$ cat config.mk
export PLATFORM = sky130hd
export DESIGN_NAME = sjis_gaiji_replacer_flat
export DESIGN_NICKNAME = d
export VERILOG_FILES = /design/src/hw/rtl/sgr_pkg.sv /design/src/hw/rtl/sgr_if.sv /design/src/hw/rtl/sgr_decode.sv /design/src/hw/rtl/sgr_result_queue.sv /design/src/hw/rtl/sjis_gaiji_replacer.sv /design/src/flat_wrapper.sv
export SDC_FILE = /design/constraint.sdc
export NUM_CORES = 1
export LEC_CHECK = 0
export BUFFER_PORTS_ARGS = -buffer_cell sky130_fd_sc_hd__buf_2
export CORE_UTILIZATION = 45
export DETAILED_ROUTE_END_ITERATION = 16
export PLACE_DENSITY = 0.61
export SLEW_MARGIN = 25
export SYNTH_ARGS = -nofsm -noshare
export SYNTH_HDL_FRONTEND = slang
export SYNTH_HIERARCHICAL = 1
export SYNTH_SLANG_ARGS = --single-unit
$ cat constraint.sdc
create_clock -name clk -period 3.95 [get_ports clk]
set_input_delay 0.1975 -clock clk [delete_from_list [all_inputs] [get_ports clk]]
set_output_delay 0.1975 -clock clk [all_outputs]
set_load 0.02 [all_outputs]
$ cat src/hw/rtl/sgr_pkg.sv
// ---------------------------------------------------------------------------
// sgr_pkg
// Types, constants and byte-class functions for the Shift-JIS gaiji replacer.
// ---------------------------------------------------------------------------
package sgr_pkg;

  localparam logic [7:0] SPACE_LEAD  = 8'h81;
  localparam logic [7:0] SPACE_TRAIL = 8'h40;

  // Result queue depth; two free slots are needed to take a new byte
  localparam int unsigned QDEPTH = 4;
  localparam int unsigned QPTR_W = $clog2(QDEPTH);
  localparam int unsigned QCNT_W = $clog2(QDEPTH + 1);

  typedef struct packed {
    logic [7:0] out_byte;
    logic       bad_char;
    logic       run_last;
    logic       done_res;
  } res_t;

  // What the decoder hands to the result queue for one accepted word
  typedef struct packed {
    logic [1:0] num;
    res_t       res0;
    res_t       res1;
  } push_t;

  function automatic logic is_single(input logic [7:0] b);
    return ((b >= 8'h01) && (b <= 8'h7F)) || ((b >= 8'hA1) && (b <= 8'hDF));
  endfunction

  function automatic logic is_lead(input logic [7:0] b);
    return ((b >= 8'h81) && (b <= 8'h9F)) || ((b >= 8'hE0) && (b <= 8'hFC));
  endfunction

  function automatic logic is_trail(input logic [7:0] b);
    return ((b >= 8'h40) && (b <= 8'h7E)) || ((b >= 8'h80) && (b <= 8'hFC));
  endfunction

  // Vendor and user-defined code areas
  function automatic logic is_gaiji(input logic [7:0] l, input logic [7:0] t);
    logic g;
    g = 1'b0;
    if (l == 8'h84)                         g = (t >= 8'h92);
    else if ((l >= 8'h85) && (l <= 8'h86))  g = 1'b1;
    else if (l == 8'h87)                    g = (t >= 8'h9D);
    else if (l == 8'h88)                    g = (t <= 8'h9E);
    else if (l == 8'hEA)                    g = (t >= 8'hA5);
    else if ((l >= 8'hEB) && (l <= 8'hEC))  g = 1'b1;
    else if (l == 8'hEE)                    g = (t >= 8'hFD);
    else if ((l >= 8'hEF) && (l <= 8'hFA))  g = 1'b1;
    else if (l == 8'hFC)                    g = (t >= 8'h4B);
    return g;
  endfunction

endpackage

$ cat src/hw/rtl/sgr_if.sv
// ---------------------------------------------------------------------------
// sgr_if
// Valid/ready channels for input bytes and result bytes.
// ---------------------------------------------------------------------------
interface sgr_in_if;
  logic       valid;
  logic       ready;
  logic [7:0] in_byte;
  logic       string_end;

  modport source (output valid, output in_byte, output string_end, input ready);
  modport sink   (input valid, input in_byte, input string_end, output ready);
endinterface

interface sgr_out_if;
  logic       valid;
  logic       ready;
  logic [7:0] out_byte;
  logic       bad_char;
  logic       run_last;
  logic       done_res;

  modport source (output valid, output out_byte, output bad_char, output run_last,
                  output done_res, input ready);
  modport sink   (input valid, input out_byte, input bad_char, input run_last,
                  input done_res, output ready);
endinterface

$ cat src/hw/rtl/sgr_decode.sv
// ---------------------------------------------------------------------------
// sgr_decode
// Classifies each accepted byte, tracks the held lead byte and the sticky
// error, and produces zero, one or two result words.
// ---------------------------------------------------------------------------
module sgr_decode (
  input  logic          clk,
  input  logic          rst_n,
  input  logic          accept,
  input  logic [7:0]    in_byte,
  input  logic          string_end,
  output sgr_pkg::push_t push
);
  import sgr_pkg::*;

  logic       lead_pending_r, lead_pending_nxt;
  logic [7:0] held_lead_r,    held_lead_nxt;
  logic       error_seen_r,   error_seen_nxt;
  logic       err;
  res_t       err_res;

  always_comb begin
    push             = '0;
    lead_pending_nxt = lead_pending_r;
    held_lead_nxt    = held_lead_r;
    error_seen_nxt   = error_seen_r;
    err              = 1'b0;
    err_res          = '{out_byte: 8'h00, bad_char: 1'b1, run_last: 1'b1,
                         done_res: string_end};

    if (error_seen_r) begin
      // drop bytes until the end of the string, then flag the end once more
      if (string_end) begin
        push.num  = 2'd1;
        push.res0 = err_res;
      end
    end else if (lead_pending_r) begin
      lead_pending_nxt = 1'b0;
      held_lead_nxt    = 8'h00;
      if (is_trail(in_byte)) begin
        push.num = 2'd2;
        if (is_gaiji(held_lead_r, in_byte)) begin
          push.res0 = '{out_byte: SPACE_LEAD, bad_char: 1'b0, run_last: 1'b0,
                        done_res: 1'b0};
          push.res1 = '{out_byte: SPACE_TRAIL, bad_char: 1'b0, run_last: 1'b1,
                        done_res: string_end};
        end else begin
          push.res0 = '{out_byte: held_lead_r, bad_char: 1'b0, run_last: 1'b0,
                        done_res: 1'b0};
          push.res1 = '{out_byte: in_byte, bad_char: 1'b0, run_last: 1'b1,
                        done_res: string_end};
        end
      end else begin
        err = 1'b1;
      end
    end else if (is_single(in_byte)) begin
      push.num  = 2'd1;
      push.res0 = '{out_byte: in_byte, bad_char: 1'b0, run_last: 1'b1,
                    done_res: string_end};
    end else if (is_lead(in_byte) && !string_end) begin
      lead_pending_nxt = 1'b1;
      held_lead_nxt    = in_byte;
    end else begin
      err = 1'b1;
    end

    if (err) begin
      push.num       = 2'd1;
      push.res0      = err_res;
      error_seen_nxt = 1'b1;
    end

    // end of string: back to the idle state
    if (string_end) begin
      lead_pending_nxt = 1'b0;
      held_lead_nxt    = 8'h00;
      error_seen_nxt   = 1'b0;
    end

    if (!accept) begin
      push.num = 2'd0;
    end
  end

  always_ff @(posedge clk) begin
    if (!rst_n) begin
      lead_pending_r <= 1'b0;
      held_lead_r    <= 8'h00;
      error_seen_r   <= 1'b0;
    end else if (accept) begin
      lead_pending_r <= lead_pending_nxt;
      held_lead_r    <= held_lead_nxt;
      error_seen_r   <= error_seen_nxt;
    end
  end

endmodule

$ cat src/hw/rtl/sgr_result_queue.sv
// ---------------------------------------------------------------------------
// sgr_result_queue
// Small register queue: takes up to two result words per cycle, gives one per cycle while the output is ready.
// ---------------------------------------------------------------------------
module sgr_result_queue (
  input  logic           clk,
  input  logic           rst_n,
  input  sgr_pkg::push_t push,
  output logic           room,
  output logic           out_valid,
  input  logic           out_ready,
  output sgr_pkg::res_t  out_res
);
  import sgr_pkg::*;

  res_t                 slot_r [QDEPTH];
  logic [QPTR_W-1:0]    rd_ptr_r, rd_ptr_nxt;
  logic [QPTR_W-1:0]    wr_ptr_r, wr_ptr_nxt;
  logic [QPTR_W-1:0]    wr_ptr_p1;
  logic [QCNT_W-1:0]    count_r, count_nxt;
  logic                 pop;

  assign out_valid = (count_r != '0);
  assign out_res   = slot_r[rd_ptr_r];
  assign pop       = out_valid && out_ready;
  // two free slots cover the worst case of one input byte
  assign room      = (count_r <= QCNT_W'(QDEPTH - 2));
  assign wr_ptr_p1 = wr_ptr_r + QPTR_W'(1);

  always_comb begin
    rd_ptr_nxt = rd_ptr_r + QPTR_W'(pop);
    wr_ptr_nxt = wr_ptr_r + QPTR_W'(push.num);
    count_nxt  = count_r + QCNT_W'(push.num) - QCNT_W'(pop);
  end

  always_ff @(posedge clk) begin
    if (!rst_n) begin
      rd_ptr_r <= '0;
      wr_ptr_r <= '0;
      count_r  <= '0;
    end else begin
      rd_ptr_r <= rd_ptr_nxt;
      wr_ptr_r <= wr_ptr_nxt;
      count_r  <= count_nxt;
    end
  end

  always_ff @(posedge clk) begin
    if (push.num != 2'd0) begin
      slot_r[wr_ptr_r] <= push.res0;
    end
    if (push.num == 2'd2) begin
      slot_r[wr_ptr_p1] <= push.res1;
    end
  end

endmodule

$ cat src/hw/rtl/sjis_gaiji_replacer.sv
// ---------------------------------------------------------------------------
// sjis_gaiji_replacer
// Shift-JIS byte stream checker that replaces gaiji pairs by a full-width
// space.
// ---------------------------------------------------------------------------
// One input byte is taken per cycle whenever the four-entry result queue has
// two free slots. A byte's words are written into the queue registers when
// the byte is accepted. A single-byte character yields one output word and
// a two-byte character two, both pushed with its trail byte, so with the
// output always ready the sustained rate is one input byte per cycle for any
// text; output stalls fill the queue and then hold off the input. A lead byte
// is held inside and gives no result until its trail arrives. Malformed input
// yields one word with bad_char set; the rest of the string is dropped, and
// its final byte yields one more bad_char word with done_res set. Earlier
// words of that string should be discarded.
module sjis_gaiji_replacer (
  input  logic      clk,
  input  logic      rst_n,
  sgr_in_if.sink    in_s,
  sgr_out_if.source out_m
);
  import sgr_pkg::*;

  logic  room;
  logic  accept;
  push_t push;
  res_t  out_res;

  assign in_s.ready = room;
  assign accept     = in_s.valid && room;

  sgr_decode u_decode (
    .clk        (clk),
    .rst_n      (rst_n),
    .accept     (accept),
    .in_byte    (in_s.in_byte),
    .string_end (in_s.string_end),
    .push       (push)
  );

  sgr_result_queue u_queue (
    .clk       (clk),
    .rst_n     (rst_n),
    .push      (push),
    .room      (room),
    .out_valid (out_m.valid),
    .out_ready (out_m.ready),
    .out_res   (out_res)
  );

  assign out_m.out_byte = out_res.out_byte;
  assign out_m.bad_char = out_res.bad_char;
  assign out_m.run_last = out_res.run_last;
  assign out_m.done_res = out_res.done_res;

endmodule

$ cat src/flat_wrapper.sv
// flat-port wrapper written by rule: the top's interface ports become plain ports
module sjis_gaiji_replacer_flat import sgr_pkg::*;
  (clk, rst_n, in_s_valid, in_s_in_byte, in_s_string_end, in_s_ready, out_m_valid, out_m_out_byte, out_m_bad_char, out_m_run_last, out_m_done_res, out_m_ready);
  sgr_in_if in_s_i ();
  sgr_out_if out_m_i ();
  input  logic clk;
  input  logic rst_n;
  input wire logic [$bits(in_s_i.valid)-1:0] in_s_valid;
  input wire logic [$bits(in_s_i.in_byte)-1:0] in_s_in_byte;
  input wire logic [$bits(in_s_i.string_end)-1:0] in_s_string_end;
  output wire logic [$bits(in_s_i.ready)-1:0] in_s_ready;
  output wire logic [$bits(out_m_i.valid)-1:0] out_m_valid;
  output wire logic [$bits(out_m_i.out_byte)-1:0] out_m_out_byte;
  output wire logic [$bits(out_m_i.bad_char)-1:0] out_m_bad_char;
  output wire logic [$bits(out_m_i.run_last)-1:0] out_m_run_last;
  output wire logic [$bits(out_m_i.done_res)-1:0] out_m_done_res;
  input wire logic [$bits(out_m_i.ready)-1:0] out_m_ready;
  assign in_s_i.valid = in_s_valid;
  assign in_s_i.in_byte = in_s_in_byte;
  assign in_s_i.string_end = in_s_string_end;
  assign in_s_ready = in_s_i.ready;
  assign out_m_valid = out_m_i.valid;
  assign out_m_out_byte = out_m_i.out_byte;
  assign out_m_bad_char = out_m_i.bad_char;
  assign out_m_run_last = out_m_i.run_last;
  assign out_m_done_res = out_m_i.done_res;
  assign out_m_i.ready = out_m_ready;
  sjis_gaiji_replacer u_core (.clk(clk), .rst_n(rst_n), .in_s(in_s_i), .out_m(out_m_i));
endmodule
# Yosys cells after proc, flatten, opt, wreduce, memory -nomap -nowiden
# Memories as Yosys holds them, arrays and structs flattened. A register that Yosys moved wholly into a read port is not among the register bits.
# Cells that the tools add are included.
[totals]
reg_bits = 17
latch_bits = 0
ram_bits = 44
rom_bits = 0
input_bits = 13
out_inout_bits = 13
mem_count = 1
[classes]
n_addsub = 5
n_mul = 0
div_mod_pow = 0
magnitude_cmp = 24
n_eq_ne = 9
n_shift = 0
mux = 44
bitwise = 0
reduce_logical = 23
[memory_table]
columns = ["memory", "depth", "width", "rd", "rd_clocked_by_memory_dff", "wr", "line_no", "rtl"]
rows = [
  ["u_core.u_queue.slot_r", 4, 11, 1, 1, 2, "sgr_result_queue.sv:16", "res_t slot_r [QDEPTH];"],
]
[ops]
columns = ["operator", "n"]
rows = [
  [">= comparator 8 bit, second input constant", 11],
  ["less-or-equal comparator 8 bit, second input constant", 7],
  ["== test 8 bit, second input constant", 6],
  ["2-to-1 mux 8 bit", 5],
  ["2-to-1 mux 13 bit", 3],
  ["2-to-1 mux 1 bit", 28],
  ["2-to-1 mux 12 bit", 2],
  ["2-to-1 mux 24 bit", 1],
  ["2-to-1 mux 11 bit", 2],
  ["2-to-1 mux 22 bit", 1],
  [">= comparator 8 x 7 -> 1 bit, second input constant", 2],
  ["less-or-equal comparator 8 x 7 -> 1 bit, second input constant", 2],
  ["logical AND 1 bit", 12],
  [">= comparator 8 x 1 -> 1 bit, second input constant", 1],
  ["nonzero test 3 bit", 2],
  ["2-to-1 mux 2 bit", 2],
  ["AND reduction 2 bit", 2],
  ["AND reduction 4 bit", 1],
  ["nonzero test 2 bit", 2],
  ["adder 3 x 2 -> 3 bit", 1],
  ["less-or-equal comparator 3 x 2 -> 1 bit, second input constant", 1],
  ["logical OR 1 bit", 3],
  ["!= test 3 bit, second input constant", 1],
  ["subtractor 3 x 1 -> 3 bit", 1],
  ["other kinds (6)", 6],
]

# Longest topological paths before layout
# Gate-level depths: netlist of run 1.
[depth]
ltp_word = 22
depth_mapped = 12

# By module
# The synthesis of run 1 kept the hierarchy.
[by_module_without_submodules]
columns = ["module", "n_inst", "cells_per_inst", "area_each_um2", "seq_area_each_um2"]
rows = [
  ["sgr_result_queue", 1, 152, 2720.1, 1461.4],
  ["sgr_decode", 1, 147, 1069.8, 200.2],
  ["sjis_gaiji_replacer", 1, 1, 6.3, 0.0],
]

# Least setup slack after synthesis of run 1
# OpenSTA, ideal clock, no wires.
[synth_timing]
path_kind = "input -> register"
from = "input port in_s_in_byte[2]"
to = "memory u_core/u_queue/slot_r[0][0] (netlist name), enable pin"
arrival_ps = 2902
required_time_ps = 3553
setup_slack_ps = 651
cell_stages = 9
n_path_buf = 1
path_cell_list = "buf_2 > or4_4 > o211ai_1 > a21oi_1 > a21oi_1 > mux2_2 > and2_1 > nor2_1 > o31ai_1"
[synth_rtl]
columns = ["element", "line_no", "rtl"]
rows = [
  ["start, declared", "flat_wrapper.sv:9", "input wire logic [$bits(in_s_i.in_byte)-1:0] in_s_in_byte;"],
  ["end, declared", "sgr_result_queue.sv:16", ""],
]

==> run summary, run 1 <==
TritonCTS built the clock tree. The path class of the tightest hold or removal check is input pin to flop. Entering global routing, the biggest net connects 17 pins. The tools report the post-synthesis cell area as 3800 um^2. The number of distinct standard cells referenced by the synthesized netlist came out at 60. Counting flops with a built-in enable in the synthesized netlist gives 44.

The core region is 8180 um^2. The logs give 0.00658 ns for the final worst clock skew and 0 for the final count of negative-setup-slack endpoints. Most common cell after layout, fill and taps aside: edfxtp_1.

The worst setup path is launched from a flop. Global router's overall resource usage: 18.7%. The mean cell area of the mapped netlist is 12.7 um^2, and the post-CTS clock slew at the launch and capture registers of the worst setup and hold paths is 0.07 ns. The maximum clock path buffer count is 2, and the via-per-instance ratio is 5.72. STA puts the critical path data required time at 4.04 ns. In this run the post-CTS setup repair buffer count came out at 0. The top-level I/O count came out at 26.

The master cell of the clock root buffer was clkbuf_8. The sink count of the clock tree was 61; the remaining antenna violation count was 0. The total wire length was 7.68 mm.

Setup repair after global routing left no endpoint under its margin. The initial antenna violation count was 0; the fraction of layout instances using a drive strength above 1 was 31.9%. Timing would allow up to 323 MHz.

The worst setup path category was flop to flop. In the layout the commonest cells are edfxtp_1 (44), mux2_4 (28), buf_2 (25). For the worst-skew pair, the clock arrives at the later sink with an insertion delay of 0.34 ns.

After the first detailed-routing iteration, the DRC count stood at 75. The ratio of total power to cell area came out at 479 nW/um^2. For the final routed database, the setup TNS stands at 0 ns.

The initial utilization of the core area, before any placement, comes to 46.4%. For the count of endpoints failing hold in the final timing report, the log shows 0. In this run, synthesis produced a sequential element count of 61. The finished layout holds 428 standard cells, fillers aside. The per-cell routed wire length was 17.9 um. Overall die height: 93.8 um. Max-cap violations in this run came to 0. 0 antenna diodes ended up in the layout.

The initialized floorplan defines 33 standard-cell rows. The area growth from synthesis to layout is 9.76%. After layout, the minimum clock period comes to 3.09 ns. The number of placed instances with taps included was 412.

For this run, the number of Yosys warnings is 6. The run gives 726 as the number of fill cells in the layout. For the portion of the post-synthesis area used by sequential elements, the log shows 43.8%. Hold repair after CTS inserted 0 buffers. At the end of routability-driven placement, the weighted congestion stood at 0.833. The aggregate global routing overflow is 0. Clock tree synthesis inserted a total of 9 buffers.

Largest fanout on the critical path: 8. The kind of end point of the critical path was a flop. The HPWL after detailed placement was 5.30 mm; the final max-slew violation count was 0. The flow ran to the end, and the final reports show no timing, DRC or antenna violations. The logs give 0 for the number of design rule violations left after detail routing and 8810 um^2 for the area of the die. The peak supply drop was 205 uV; the cell count after synthesis was 300. At the end of the flow, the number of nets in the layout was 335. The design draws 1.99 mW.

For the pin with the worst max-slew slack, the measured transition is 0.957 ns. Primary flip-flop cell chosen by synthesis mapping: edfxtp_1. The logs give 3.19 ns for the arrival time at the worst endpoint and 2,249 for the number of global-route vias before repair. The die span in x was 93.8 um; the reported leakage power was 1.57 nW. The H-tree was split into 3 levels. The worst slew margin relative to its limit is 35.9%, and the routed via count is 2,448.

The first-pass iteration count of the detailed router was 4; the first-pass GRT wire length was 12.0 mm. Counting flops with an async set or reset pin after synthesis yields a share of 0%. For the synthesized net count, the log shows 317.

For the post-CTS resize count, the log shows 0. After layout, the worst path uses 78.4% of the clock period. Buffers placed on the I/O ports in this run total 25.
[cell usage after synthesis, drive strengths merged, types with 2 or more instances]
| cell type | instances | area share, % |
|---|---|---|
| or2 | 2 | 0.33 |
| a32oi | 2 | 0.46 |
| dfxtp | 17 | 9.0 |
| o21ai | 10 | 1.3 |
| inv | 10 | 0.99 |
| nor4 | 2 | 0.33 |
| nand3b | 2 | 0.40 |
| nor2b | 3 | 0.49 |
| o21a | 4 | 0.82 |
| or4b | 2 | 0.53 |
| nand2b | 5 | 0.82 |
| nand2 | 17 | 1.7 |
| ha | 3 | 0.99 |
| o31ai | 4 | 0.79 |
| nand3 | 5 | 0.66 |
| and2 | 15 | 2.5 |
| clkbuf | 8 | 0.79 |
| xnor3 | 2 | 1.2 |
| buf | 16 | 3.0 |
| o31a | 2 | 0.46 |
| nor3 | 2 | 0.26 |
| a21oi | 8 | 1.1 |
| a31oi | 2 | 0.33 |
| nor3b | 3 | 0.86 |
| mux2i | 4 | 1.1 |
| a21o | 3 | 0.59 |
| mux2 | 45 | 16 |
| a22o | 13 | 3.0 |
| edfxtp | 44 | 35 |
| nor2 | 10 | 1.2 |
| and3 | 4 | 0.66 |
| o2111ai | 2 | 0.92 |
| mux4 | 11 | 6.5 |
| o211ai | 2 | 0.40 |
| and4bb | 2 | 0.76 |
[where the power goes]
group | internal, mW | switching (mW)
registers | 0.773 | 0.0790
clock network | 0.352 | 0.254
logic | 0.274 | 0.264
total | 1.40 | 0.597
[layout make-up]
class,instances,area (um^2),share of cell area [%]
Sequential cell,61,1660,39.9
Clock inverter,7,90.1,2.16
Clock buffer,9,124,2.97
Inverter,10,37.5,0.901
Tap cell,105,131,3.15
Multi-Input combinational cell,205,1950,46.8
Timing Repair Buffer,31,170,4.08
[final timing paths]
kind	start	to	slack [ns]	cells past startpoint
worst min register to register	u_core/u_decode/held_lead_r[4]$_SDFFE_PN0P_	u_core/u_decode/held_lead_r[4]$_SDFFE_PN0P_	0.60	1
worst max register to register	u_core/u_decode/lead_pending_r$_SDFFE_PN0P_	u_core/u_queue/slot_r[3][10]$_DFFE_PP_	0.86	8
worst min-delay path	in_s_string_end	u_core/u_decode/error_seen_r$_SDFFE_PN0P_	0.20	4
worst max-delay path	u_core/u_decode/lead_pending_r$_SDFFE_PN0P_	u_core/u_queue/slot_r[3][10]$_DFFE_PP_	0.86	8
[worst max-delay path: stages (launching register included)]
cell and delay (ns):
dfxtp_1 0.45, o21ai_0 0.13, a21oi_1 0.38, a21oi_1 0.16, mux2_2 0.34, and2_1 0.27, and4bb_1 0.48, buf_4 0.28
mux2_2 0.35
[registers in the layout (all words and copies together) (netlist names)]
| register | flops |
|---|---|
| u_core/u_decode/held_lead_r | 8 |
| u_core/u_queue/count_r | 3 |
| u_core/u_queue/wr_ptr_r | 2 |
| u_core/u_decode/lead_pending_r | 1 |
| u_core/u_decode/error_seen_r | 1 |
| u_core/u_queue/slot_r | 44 |
| u_core/u_queue/rd_ptr_r | 2 |
[metrics by stage]
stage	utilization (%)	setup WS, ns	instance area [um^2]	hold slack, ns
floorplan	-	0.651	3800	0.314
global placement	48.3	0.632	3950	0.540
detailed placement	48.3	0.563	3950	0.558
CTS	51.0	0.840	4170	0.189
global route	51.0	0.613	4170	0.225
finish	51.0	0.855	4170	0.200
[routing by layer]
layer  GRT usage [%]  part of all wire, %  vias to the layer above
met5               0                    0                        -
met4            6.92                  1.0                        0
met3            3.16                  4.6                        7
met2            29.8                   47                       54
met1            25.3                   47                     1205
li1                -                    -                     1182
[cells by family (layout without fill, tap and decap cells)]
| group | after synthesis | after routing | share of synthesized area [%] |
|---|---|---|---|
| buffers and inverters | 34 | 57 | 4.81 |
| AOI/OAI and AO/OA | 59 | 59 | 11.7 |
| DFF | 61 | 61 | 43.8 |
| muxes | 60 | 60 | 23.7 |
| xor gates and xnor gates | 2 | 2 | 1.19 |
| other | 1 | 1 | 0.0988 |
| adders and majority gates | 4 | 4 | 1.52 |
| and+or+nand+nor | 79 | 79 | 13.2 |
Power figures use the tool's default switching activity.
==> run 2, diff against run 1 <==
--- a/config.mk
+++ b/config.mk
@@ -5,10 +5,11 @@
 export SDC_FILE = /design/constraint.sdc
 export NUM_CORES = 1
 export LEC_CHECK = 0
+export ABC_AREA = 1
 export BUFFER_PORTS_ARGS = -buffer_cell sky130_fd_sc_hd__buf_2
 export CORE_UTILIZATION = 45
 export DETAILED_ROUTE_END_ITERATION = 16
-export PLACE_DENSITY = 0.61
+export PLACE_DENSITY = 0.64
 export SLEW_MARGIN = 25
 export SYNTH_ARGS = -nofsm -noshare
 export SYNTH_HDL_FRONTEND = slang
==> constraint.sdc (replaced) <==
create_clock -name clk -period 2.55 [get_ports clk]
set_input_delay 0.1275 -clock clk [delete_from_list [all_inputs] [get_ports clk]]
set_output_delay 0.1275 -clock clk [all_outputs]
set_load 0.02 [all_outputs]
==> run summary, run 2 <==
Ranked by total cell area, the synthesized netlist is headed by edfxtp_1 (33%), nand2_1 (11%), dfxtp_1 (8.5%), o21ai_2 (5.9%), nor2_1 (5.8%). The worst setup path is of the flop to flop kind. Measured against its own limit, the worst slew margin works out to 61.6%. Setup slack on the worst reg-to-reg path comes out at 0.32 ns.

The floorplan has 34 rows. STA puts the critical path data arrival time at 2.26 ns. The run gives 0 ns as the setup TNS. In this run the power density over the cells is 704 nW/um^2. The initial utilization of the core area, before any placement, comes to 46.1%. The number of cell instances on the worst register-to-register path came out at 8. Summing internal, switching and leakage power gives 3.17 mW. The tools report the number of global-route vias before repair as 3,205.

The HPWL after detailed placement is 7.41 mm. The endpoint identified for the worst register-to-register timing path is u_core/u_queue/slot_r[3][4]$_DFFE_PP_. After synthesis, the mean cell area works out to 7.87 um^2. Setup violations remaining at the end of the flow were counted as 0.

Once the clock tree was built, the resizer swapped 0 gates to a different size. The final critical path takes up 87.4% of the cycle. The most common cell after layout, fill and taps aside is nand2_1.

Counting flops per register, the top entry is u_core/u_queue/slot_r. At the pin with the least slew margin, the transition time is 0.575 ns. The sink count of the clock tree came out at 61. The top cell type's share of synthesized area was 33.0%.

Among all cell types in the netlist, the one instantiated most often is nand2_1. Counting flops with a built-in enable in the synthesized netlist gives 44. In the final routed layout, each cell accounts on average for 14.5 um. The number of max-capacitance violations reported came out at 0. The min-delay analysis places its worst path in the category input pin to flop. The reported leakage power is 1.79 nW. Detailed routing inserted a total of 3,497 vias.

In this run the remaining antenna-violating nets after routing total 0. The nature of the critical path startpoint is a flop. Setup slack on the critical path of the routed design comes to 0.322 ns.

Setup repair after global routing left no endpoint under its margin. After routing the design area is 4500 um^2. The aggregate global routing overflow is 0, and the number of distinct standard cells referenced by the synthesized netlist is 40. The maximum operating frequency was 449 MHz. The flip-flop count of the largest register after layout is 44.

Counting instances in the post-synthesis netlist gives the leading cell types as nand2_1 (112), nor2_1 (62), inv_1 (51). The count of buffers added on input and output ports is 25. Die span in x: 96.3 um. Before CTS, the worst setup slack after placement is -0.0379 ns.

Compared with the post-synthesis result, the final layout area differs by 12.4%. The via-per-instance ratio is 5.30, and the portion of the post-synthesis area used by sequential elements is 41.5%. The number of antenna diodes in the final layout is 0. The worst path needs 2.23 ns of the cycle, external delays included. The fraction of layout instances using a drive strength above 1 is 24.3%, and the number of design rule violations left after detail routing is 0. The worst setup path is captured at a flop. The first global-routing pass estimated 15.8 mm of wire.

For the total wire length, the log shows 9.57 mm. The top cell type by total area after synthesis is edfxtp_1. Worst reg2reg path startpoint: u_core/u_decode/error_seen_r$_SDFFE_PN0P_. In this run the cell area measured after placement is 4320 um^2.

In this run the number of H-tree levels came out at 3. The cell count after synthesis is 509, and the area of the die is 9280 um^2. Largest fanout on the critical path: 11. Post-synthesis sequential element count: 61.

In the layout the commonest cells are nand2_1 (112), nor2_1 (62), inv_1 (51). The tools report the synthesis warning total as 6. For this design, the CTS-stage hold fixing added 0 buffers.

The die is 96.3 um tall. Entering global routing, the biggest net connects 26 pins. The tools report the later-pin clock latency in the skew report as 0.34 ns. The flow ran to the end, and the final reports show no timing, DRC or antenna violations. Primary flip-flop cell chosen by synthesis mapping: edfxtp_1.

The final layout net count is 565, and the first-pass iteration count of the detailed router is 4. The run gives 0 as the final max-slew violation count. On the final layout, the worst clock skew is 0.00794 ns. The maximum clock path buffer count was 2; the number of post-CTS setup repair buffers was 0.

The synthesized net count is 526. The number of clock buffers inserted by TritonCTS was 9; the final core utilization was 51.8%. The post-CTS clock slew at the launch and capture registers of the worst setup and hold paths is 0.07 ns. The logs give 0.947 for the final weighted congestion of routability-driven global placement and 26 for the top-level I/O count.

The cell sitting at the root of the clock tree is a clkbuf_8. The largest registers in the layout are u_core/u_queue/slot_r (44), u_core/u_decode/held_lead_r (8), u_core/u_queue/count_r (3). For the post-synthesis cell area, the log shows 4000 um^2. The fraction of registers with async set or reset after synthesis was 0%. The most critical setup path has its endpoint at u_core/u_queue/slot_r[3][4]$_DFFE_PP_. Global routing used 22.8% of the available tracks. Initial antenna violation count: 0. Floorplan core area: 8680 um^2. The detailed router finished its first iteration with 181 violations.

The peak supply drop came out at 355 uV. The start point of the critical path is u_core/u_decode/error_seen_r$_SDFFE_PN0P_. TritonCTS built the clock tree. At the worst endpoint, the required time is 2.59 ns.

The tools report the count of endpoints failing hold in the final timing report as 0.
==> run 2: cell types whose count changed after synthesis, sizes merged, moves of 15 or more <==
cell and change:
a21oi +15, inv +51, nand3 +25, nand2 +99
o21ai +65, nor2 +59, mux2 -45
==> run 2: routing by layer <==
metal  up-vias  part of all wire, %  wire length (um)  GRT usage (%)
li1       1781                    -                 -              -
met1      1603                   47              4490           29.7
met2        89                   46              4400           36.0
met3        24                  4.0               384           4.34
met4         0                  3.1               292           11.6
met5         -                    0                 0              0
==> run 2: final cells by class <==
type	instances	area, um^2
Fill cell	857	4180
Multi-Input combinational cell	362	1940
Sequential cell	61	1660
Timing Repair Buffer	52	353
Inverter	62	233
Tap cell	108	135
Clock buffer	9	124
Clock inverter	6	55.1
==> run 2: worst min path at each step <==
stage / endpoint / slack (ns) / startpoint / depth (start not counted)
finish: u_core/u_queue/count_r[1]$_SDFF_PN0_ / 0.08 / rst_n / 3
global route: u_core/u_queue/count_r[1]$_SDFF_PN0_ / 0.09 / rst_n / 3
CTS: u_core/u_queue/count_r[1]$_SDFF_PN0_ / 0.07 / rst_n / 3
detailed placement: u_core/u_queue/count_r[0]$_SDFF_PN0_ / 0.45 / rst_n / 3
global placement: u_core/u_queue/count_r[1]$_SDFF_PN0_ / 0.44 / rst_n / 3
floorplan: u_core/u_queue/count_r[0]$_SDFF_PN0_ / 0.22 / rst_n / 2
==> run 2: worst max-delay path, cell delays in order, from the launching register on <==
cell     delay (ns)
dfxtp_1        0.35
buf_4          0.19
nor2_1         0.06
nand4_1        0.10
a31oi_1        0.11
nor2_1         0.41
nor2_1         0.23
o31ai_2        0.22
buf_4          0.24
==> run 2: logic make-up (layout without fill, tap and decap cells) <==
family                   Yosys count  after routing  synth area share [%]
XOR/XNOR                           2              2                 0.438
buffers and inverters             86            129                  10.6
other                              1              1                0.0937
AO/OA/AOI/OAI                    118            118                  18.3
AND/OR/NAND/NOR                  237            237                  27.7
flip-flops                        61             61                  41.5
adder cells (fa/ha/maj)            4              4                  1.44
==> run 2: where the power goes <==
group | internal, mW | switching (mW)
Sequential | 1.22 | 0.0781
Clock | 0.435 | 0.369
Combinational | 0.356 | 0.710
==> run 2: stage by stage <==
stage | std cells | hold slack, ns
after global placement | 645 | 0.439
after global routing | 660 | 0.0934
final | 660 | 0.0833
after floorplan | 509 | 0.221
after CTS | 660 | 0.0728
after detailed placement | 645 | 0.447
==> run 3, diff against run 2 <==
--- a/config.mk
+++ b/config.mk
@@ -7,9 +7,10 @@
 export LEC_CHECK = 0
 export ABC_AREA = 1
 export BUFFER_PORTS_ARGS = -buffer_cell sky130_fd_sc_hd__buf_2
+export CORE_ASPECT_RATIO = 0.8
 export CORE_UTILIZATION = 45
 export DETAILED_ROUTE_END_ITERATION = 16
-export PLACE_DENSITY = 0.64
+export PLACE_DENSITY = 0.73
 export SLEW_MARGIN = 25
 export SYNTH_ARGS = -nofsm -noshare
 export SYNTH_HDL_FRONTEND = slang
==> run summary, run 3 (synthesized netlist as in run 2, its figures left out) <==
Setup violations remaining at the end of the flow were counted as 0. The number of clock buffers inserted by TritonCTS is 9, and the final core utilization is 52.7%. Summed over all nets, the half-perimeter wirelength after detailed placement is 7.27 mm. The worst setup path is captured at a flop.

TritonCTS built the clock tree. CTS saw 61 sinks. The overall die height is 86.4 um.

The tools report the hold buffer count at CTS as 0. The run gives 662 as the number of standard cells in the layout, taps in and fillers out. The region available for standard cell placement spans 8560 um^2. Across all layers, the routed design uses 3,555 vias.

Worst setup path category: flop to flop. The number of cell instances on the worst register-to-register path is 12, and the worst slew margin relative to its limit is 58.8%. At the later pin of the worst-skew pair, clock insertion delay measures 0.35 ns.

For the number of global-route vias before repair, the log shows 3,329. The most common cell after layout, fill and taps aside is nand2_1. Derived from the worst setup path, the maximum achievable clock frequency is 426 MHz. At the worst endpoint, the required time is 2.79 ns. The number of levels the H-tree was split into came out at 3. Counting along the longest clock path gives a buffer depth of 2. The transition time at the pin with the least slew margin was 0.617 ns; the number of placed instances with taps included was 646.

Power spread over the standard cell area amounts to 738 nW/um^2. Summed over all layers, the routed wires come to 9.66 mm. The worst hold path was traced through 3 stages. After floorplanning, the core was divided into 30 placement rows. The first global-routing pass estimated 16.2 mm of wire.

The number of max-capacitance violations reported came out at 0. The die span in x works out to 107 um. The register with the most flip-flops in the layout has 44 of them. After detailed routing, the average wire length per cell comes to 14.6 um.

The synthesis-to-finish area growth was 12.7%. Counting flops per register, the top entry is u_core/u_queue/slot_r. Global routing finished with a remaining overflow of 0. The run finished with clean final reports.

Leaving out fill and tap cells, the most frequent cells in the layout are nand2_1 (112), nor2_1 (62), inv_1 (51). The count of endpoints failing hold in the final timing report came out at 0. CTS placed an instance of clkbuf_8 at the clock tree root. The global router's overall resource usage is 22.9%. Total of buffers placed on input and output ports: 25. Dividing the detail-routed via count by the number of cells gives 5.37. For the first-pass iteration count of the detailed router, the log shows 5. The initial core utilization is 46.8%. The number of antenna diodes in the final layout is 0. Routability-driven placement finished with a final weighted congestion of 0.948.

The number of gates resized after CTS was 0. For the arrival time at the worst endpoint, the log shows 2.59 ns. In this run the remaining antenna-violating nets after routing total 0. Setup repair after global routing left no endpoint under its margin. The run gives 0.00664 ns as the final worst clock skew. Nature of the critical path startpoint: a flop. Final critical-path share of the clock period: 92.1%. In this run the cell area measured after placement is 4290 um^2. In the final layout, the share of cells above drive strength 1 is 24.2%.

In this run the worst path has a maximum fanout of 4. The post-route standard cell area excluding fillers came out at 4510 um^2. The final critical delay including setup and external delays came out at 2.35 ns. The number of post-CTS setup repair buffers is 0. After the first detailed-routing iteration, the DRC count stood at 270.

IR analysis of the VDD net gives a maximum drop of 457 uV. The net count of the finished layout is 562. The die covers 9280 um^2. The maximum number of pins on one net before global-route repair is 27. The largest registers in the layout are u_core/u_queue/slot_r (44), u_core/u_decode/held_lead_r (8), u_core/u_queue/count_r (3). After clock tree synthesis, the clock-pin slew on the worst setup and hold paths is 0.07 ns. The logs give 1.79 nW for the reported leakage power and 26 for the top-level I/O count.

For the final max-slew violation count, the log shows 0. Initial antenna violation count: 0. The worst hold path belongs to the class input pin to flop. The tools report the number of design rule violations left after detail routing as 0.
-- run 3: layer usage --
layer,track usage (%),vias up,part of all wire (%)
met5,0,-,0
met4,6.97,0,1.5
met3,4.81,13,8.2
met2,36.4,151,44
met1,31.5,1613,46
li1,-,1778,-
-- run 3: path summary, 6_finish.rpt --
check,startpoint,end,slack (ns)
max reg2reg,u_core/u_decode/lead_pending_r$_SDFFE_PN0P_,u_core/u_queue/count_r[2]$_SDFF_PN0_,0.20
min reg2reg,u_core/u_decode/held_lead_r[7]$_SDFFE_PN0P_,u_core/u_decode/held_lead_r[7]$_SDFFE_PN0P_,0.52
min,rst_n,u_core/u_queue/count_r[1]$_SDFF_PN0_,0.09
max,u_core/u_decode/lead_pending_r$_SDFFE_PN0P_,u_core/u_queue/count_r[2]$_SDFF_PN0_,0.20
-- run 3: power by group --
part / switching [mW] / total, mW / internal [mW]
Sequential: 0.0704 / 1.29 / 1.22
Clock: 0.408 / 0.963 / 0.555
Combinational: 0.726 / 1.08 / 0.356
Total: 1.20 / 3.33 / 2.13
-- run 3: cell type report --
class	instances	area, um^2
clock buffers	9	124
fillers	826	4050
clock inverters	7	97.6
flip-flops and latches	61	1660
multi-input cells	362	1940
well taps	112	140
inverters	62	233
repair buffers	49	318
-- run 3: through the flow --
| step | setup WS, ns | TNS (ns) | hold slack, ns | power (mW) |
|---|---|---|---|---|
| finish | 0.202 | 0 | 0.0910 | 3.33 |
| detailed placement | 0.0740 | 0 | 0.440 | 2.39 |
| floorplan | -0.0574 | -2.52 | 0.221 | 2.07 |
| global route | 0.0198 | 0 | 0.104 | 3.53 |
| global placement | 0.154 | 0 | 0.434 | 2.36 |
| CTS | 0.231 | 0 | 0.0840 | 3.35 |
-- run 3: worst max-delay path, cell delays in order (launching register included) --
cell	delay (ns)
dfxtp_1	0.34
inv_1	0.06
nor3_1	0.19
nand3_1	0.20
nor2_1	0.22
inv_2	0.10
ha_1	0.29
inv_1	0.06
fa_1	0.43
xor2_1	0.18
nand2_1	0.08
nand2_1	0.06
nor2_1	0.04
